[src/rtl/core/cht_pkg.sv]
`default_nettype none
// ----------------------------------------------------------------------------
// cht_pkg
// Shared types and codes of the chained hash table.
// ----------------------------------------------------------------------------
package cht_pkg;

    typedef enum logic [1:0] {
        ACT_LOOKUP = 2'd0,
        ACT_INSERT = 2'd1,
        ACT_DELETE = 2'd2,
        ACT_CLEAR  = 2'd3
    } action_t;

    localparam int KEY_W   = 64;
    localparam int VALUE_W = 32;
    localparam int SUM_W   = 12;

    localparam logic [6:0] BUCKET_COUNT_RESET = 7'd64;

    // Register index of bucket_count
    localparam logic [0:0] REG_BUCKET_COUNT = 1'b0;

    // Classified request from the front end
    typedef struct packed {
        action_t            action;
        logic [KEY_W-1:0]   key;
        logic [VALUE_W-1:0] value;
        logic [SUM_W-1:0]   sum;
    } req_t;

endpackage : cht_pkg
`default_nettype wire

[src/rtl/core/cht_front.sv]
`default_nettype none
// ----------------------------------------------------------------------------
// cht_front
// Accept requests, normalise the key, sum its bytes and queue the request.
// ----------------------------------------------------------------------------
module cht_front #(
    parameter int KEY_BYTES = 8,
    parameter int QDEPTH    = 2
) (
    input  wire logic             aclk,
    input  wire logic             aresetn,
    input  wire logic             s_valid,
    output logic                  s_ready,
    input  wire logic [1:0]       s_action,
    input  wire logic [63:0]      s_key,
    input  wire logic [31:0]      s_value,
    output logic                  q_valid,
    input  wire logic             q_ready,
    output cht_pkg::req_t         q_req
);
    localparam int QA = (QDEPTH > 1) ? $clog2(QDEPTH) : 1;

    cht_pkg::req_t    mem_reg [QDEPTH];
    logic [QA-1:0]    wr_reg, wr_next, rd_reg, rd_next;
    logic [QA:0]      cnt_reg, cnt_next;
    logic [63:0]      nkey;
    logic [cht_pkg::SUM_W-1:0] sum;
    logic             stop;
    cht_pkg::req_t    req;
    logic             push, pop;

    // Normalise key: cut at first NUL or KEY_BYTES
    always_comb begin
        nkey = '0;
        stop = 1'b0;
        sum  = cht_pkg::SUM_W'(1);
        for (int i = 0; i < 8; i++) begin
            if (i < KEY_BYTES && !stop && s_key[8*i +: 8] != 8'd0) begin
                nkey[8*i +: 8] = s_key[8*i +: 8];
                sum = sum + cht_pkg::SUM_W'(s_key[8*i +: 8]);
            end else begin
                stop = 1'b1;
            end
        end
        req.action = cht_pkg::action_t'(s_action);
        req.key    = nkey;
        req.value  = s_value;
        req.sum    = sum;
    end

    assign s_ready = (cnt_reg != (QA+1)'(QDEPTH));
    assign q_valid = (cnt_reg != '0);
    assign q_req   = mem_reg[rd_reg];
    assign push    = s_valid && s_ready;
    assign pop     = q_valid && q_ready;

    // Advance queue pointers
    always_comb begin
        wr_next  = push ? ((wr_reg == QA'(QDEPTH-1)) ? '0 : wr_reg + 1'b1) : wr_reg;
        rd_next  = pop ? ((rd_reg == QA'(QDEPTH-1)) ? '0 : rd_reg + 1'b1) : rd_reg;
        cnt_next = cnt_reg + (QA+1)'(push) - (QA+1)'(pop);
    end

    always_ff @(posedge aclk) begin
        if (!aresetn) begin
            wr_reg  <= '0;
            rd_reg  <= '0;
            cnt_reg <= '0;
        end else begin
            wr_reg  <= wr_next;
            rd_reg  <= rd_next;
            cnt_reg <= cnt_next;
        end
    end

    always_ff @(posedge aclk) begin
        if (push) begin
            mem_reg[wr_reg] <= req;
        end
    end

    assert property (@(posedge aclk) disable iff (!aresetn)
        cnt_reg <= (QA+1)'(QDEPTH)) else $error("queue count overflow");
    assert property (@(posedge aclk) disable iff (!aresetn)
        (push && !pop) |=> cnt_reg == $past(cnt_reg) + 1'b1)
        else $error("queue push lost");
    assert property (@(posedge aclk) disable iff (!aresetn)
        (cnt_reg == '0) |-> !q_valid) else $error("empty queue presents request");

endmodule : cht_front
`default_nettype wire

[config.mk]
export PLATFORM = sky130hd
export DESIGN_NAME = cht_front
export DESIGN_NICKNAME = d
export VERILOG_FILES = /design/src/rtl/core/cht_pkg.sv /design/src/rtl/core/cht_front.sv
export SDC_FILE = /design/constraint.sdc
export NUM_CORES = 1
export LEC_CHECK = 0
export BUFFER_PORTS_ARGS = -buffer_cell sky130_fd_sc_hd__buf_2
export CORE_UTILIZATION = 28
export DETAILED_ROUTE_END_ITERATION = 12
export PLACE_DENSITY = 0.58
export SLEW_MARGIN = 20
export SYNTH_ARGS = -nofsm -noshare
export SYNTH_HDL_FRONTEND = slang
export SYNTH_SLANG_ARGS = --single-unit
[constraint.sdc]
create_clock -name aclk -period 19.1 [get_ports aclk]
set_input_delay 3.82 -clock aclk [delete_from_list [all_inputs] [get_ports aclk]]
set_output_delay 3.82 -clock aclk [all_outputs]
set_load 0.02 [all_outputs]
==> run metrics <==
result of the run=finished clean; aggregate routed wire length=30,500 um; largest net degree at the start of global routing=68; number of gates resized after cts=0; wire length per cell after detailed routing=17.2 um; All-Layer GR Usage=0.132; I/O Buffers=213; highest-delay cell along the critical path=sky130_fd_sc_hd__a2111oi_0; slowest cell delay on critical path=0.65 ns; worst slew margin relative to its limit=0.317; via count=8,349; crit share post-route=0.671; post-synth top area share=0.530; count of hold-fix buffers inserted at cts=0; unrepaired setup endpoints after global routing=no; Yosys cell types=70; data required time at the worst endpoint=19.37 ns; starting DRC count in detailed routing=452; cell area after technology mapping=12,500 um2; number of register bits inferred by synthesis=225; number of placement rows=76; core area=43,500 um2; fin nets=1,344; Final setup viols=0; number of buffers added by the clock tree synthesis step=25; Synth Instances=966; Largest register FFs=220; number of enable-type register cells in the synthesized netlist=220; Setup TNS Final=0 ns; class of the worst hold path=reg -> reg; time the worst path needs with I/O delays and setup=12.82 ns; average size of a mapped cell=12.9 um2; CP top delay family=adder cells; Setup crit end kind=register; post-CTS setup buffer count=0; wire length of the first global-routing pass=46,100 um; via count of the first global-routing pass=8,268; DRC viols=0; IO Count=214; startpoint types=input pin; Worst Path Buf+Inv=3; most frequently used cell type in the post-synthesis netlist=sky130_fd_sc_hd__edfxtp_1; router iterations before antenna repair=5; total nets after synthesis=1,136; synthesis-to-finish area growth=20.2%; half-perimeter wire length after detailed placement=22,000 um; clock tree from TritonCTS=yes; dominant cell type by count on the critical path=sky130_fd_sc_hd__ha_1; Slew Viols, Final=0; maximum count of clock buffers along a single path=3; ANT nets after route=0; upper clock frequency limit=78.0 MHz; sequential share of the synthesized area=0.538; root cell of the clock tree=sky130_fd_sc_hd__clkbuf_16; grt total ovfl=0; final count of hold timing violations=0; initial antenna violation count=3; critical-path maximum fanout=24; latest clock arrival within the worst-skew pair=0.54 ns; largest area contributor in the synthesized netlist=sky130_fd_sc_hd__edfxtp_1; clock-pin slew reported for the worst setup and hold paths after clock tree synthesis=0.06 ns; final weighted congestion of routability-driven global placement=0.838; overall die area=45,300 um2; ys async rst share=0; chip width=213 um; measured slew at the worst slew-check pin=1.02 ns; data arrival time of the critical path=13.09 ns; Setup CP Type=in -> reg; cell types with the largest area share after synthesis=sky130_fd_sc_hd__edfxtp_1, sky130_fd_sc_hd__mux2_2, sky130_fd_sc_hd__ha_1; final worst clock skew=0.0178 ns; total number of clock tree sinks=225; vertical extent of the die=213 um; Post-synth top flop=sky130_fd_sc_hd__edfxtp_1; max-cap violation count=0; Vias per Instance=4.69; total of warnings raised by yosys=0; most numerous cell types in the synthesized netlist=sky130_fd_sc_hd__edfxtp_1, sky130_fd_sc_hd__mux2_2, sky130_fd_sc_hd__ha_1, sky130_fd_sc_hd__nor2_1; layout cell share with drive strength beyond 1=0.352; H-Tree Depth=1; effective utilization at floorplan=0.287
placed cells by master, fill, tap and decap left out, types with 4 or more instances in the layout:
master / netlist / final
sky130_fd_sc_hd__clkbuf_1: 29 / 7
sky130_fd_sc_hd__a21oi_1: 38 / 38
sky130_fd_sc_hd__and2_1: 36 / 36
sky130_fd_sc_hd__mux2i_1: 7 / 7
sky130_fd_sc_hd__nor4_1: 16 / 16
sky130_fd_sc_hd__o21ai_0: 23 / 23
sky130_fd_sc_hd__inv_1: 29 / 29
sky130_fd_sc_hd__nand2b_1: 8 / 8
sky130_fd_sc_hd__nor2b_1: 11 / 11
sky130_fd_sc_hd__a31oi_1: 5 / 5
sky130_fd_sc_hd__dfxtp_1: 5 / 4
sky130_fd_sc_hd__nand4_1: 4 / 4
sky130_fd_sc_hd__edfxtp_1: 220 / 220
sky130_fd_sc_hd__a211o_1: 7 / 7
sky130_fd_sc_hd__a211oi_1: 10 / 10
sky130_fd_sc_hd__mux2_2: 136 / 136
sky130_fd_sc_hd__clkinv_1: 0 / 4
sky130_fd_sc_hd__o21a_1: 16 / 16
sky130_fd_sc_hd__ha_1: 61 / 61
sky130_fd_sc_hd__nor2_1: 61 / 60
sky130_fd_sc_hd__nor3_1: 13 / 13
sky130_fd_sc_hd__fa_1: 7 / 7
sky130_fd_sc_hd__xnor2_1: 36 / 36
sky130_fd_sc_hd__nand3_1: 11 / 11
sky130_fd_sc_hd__nand2_1: 38 / 38
sky130_fd_sc_hd__buf_4: 1 / 4
sky130_fd_sc_hd__clkbuf_16: 0 / 25
sky130_fd_sc_hd__a21o_1: 18 / 18
sky130_fd_sc_hd__o211ai_1: 6 / 6
sky130_fd_sc_hd__buf_2: 3 / 213
sky130_fd_sc_hd__or2_2: 4 / 4
sky130_fd_sc_hd__and3_1: 29 / 28
sky130_fd_sc_hd__xor2_1: 16 / 16
cell type report:
type	instances	area [um2]
tap	585	732
antenna	1	2.50
fill	4322	28500
multi-input combinational	676	5500
sequential	225	6710
inverter	29	109
clock inverter	12	143
clock buffer	34	679
timing repair buffer	217	1100
worst register-to-register path, delay by kind of cell, from the launching register on:
family,cells,cell delay (ns)
buffers and inverters,1,0.74
DFF,1,0.35
and+or+nand+nor,3,0.98
cell families (layout without fill, tap and decap cells):
logic type               after synthesis  in the layout  share of synthesized area
AO/OA/AOI/OAI                        162            162                     0.0911
adder cells (fa/ha/maj)               68             68                     0.0725
flip-flops                           225            225                      0.538
buffers and inverters                 65            292                     0.0214
XOR/XNOR                              54             54                     0.0407
AND/OR/NAND/NOR                      247            247                      0.105
other                                  0              1                          0
multiplexers                         145            145                      0.131
path summary, 6_finish.rpt:
path,from,to,slack (ns),cells after the start
worst max-delay path,s_key[0],mem_reg[0][11]$_DFFE_PP_,6.28,44
worst min-delay path,rd_reg$_SDFFE_PN0P_,register,0.54,2
worst max register to register,cnt_reg[0]$_SDFF_PN0_,mem_reg[0][44]$_DFFE_PP_,16.54,4
worst min register to register,rd_reg$_SDFFE_PN0P_,register,0.54,2
metal layers:
layer,routed length [um],vias up,track usage
met5,23,-,0
met4,591,4,0.0429
met3,1740,39,0.0291
met2,14900,163,0.227
met1,13200,4076,0.163
li1,-,4067,-
through the flow:
| stage | hold WS [ns] | util | area [um2] | std cells | setup WS, ns |
|---|---|---|---|---|---|
| floorplan | 0.504 | - | 12500 | 966 | 6.60 |
| global placement | 0.522 | 0.325 | 14100 | 1732 | 6.08 |
| detailed placement | 0.533 | 0.325 | 14100 | 1732 | 5.71 |
| CTS | 0.546 | 0.344 | 15000 | 1778 | 6.27 |
| global route | 0.609 | 0.344 | 15000 | 1779 | 5.34 |
| finish | 0.543 | 0.344 | 15000 | 1779 | 6.28 |
Power is left out: the tool's default activity adds up to more than one toggle a clock period on the data nets, which glitch-free logic cannot reach.
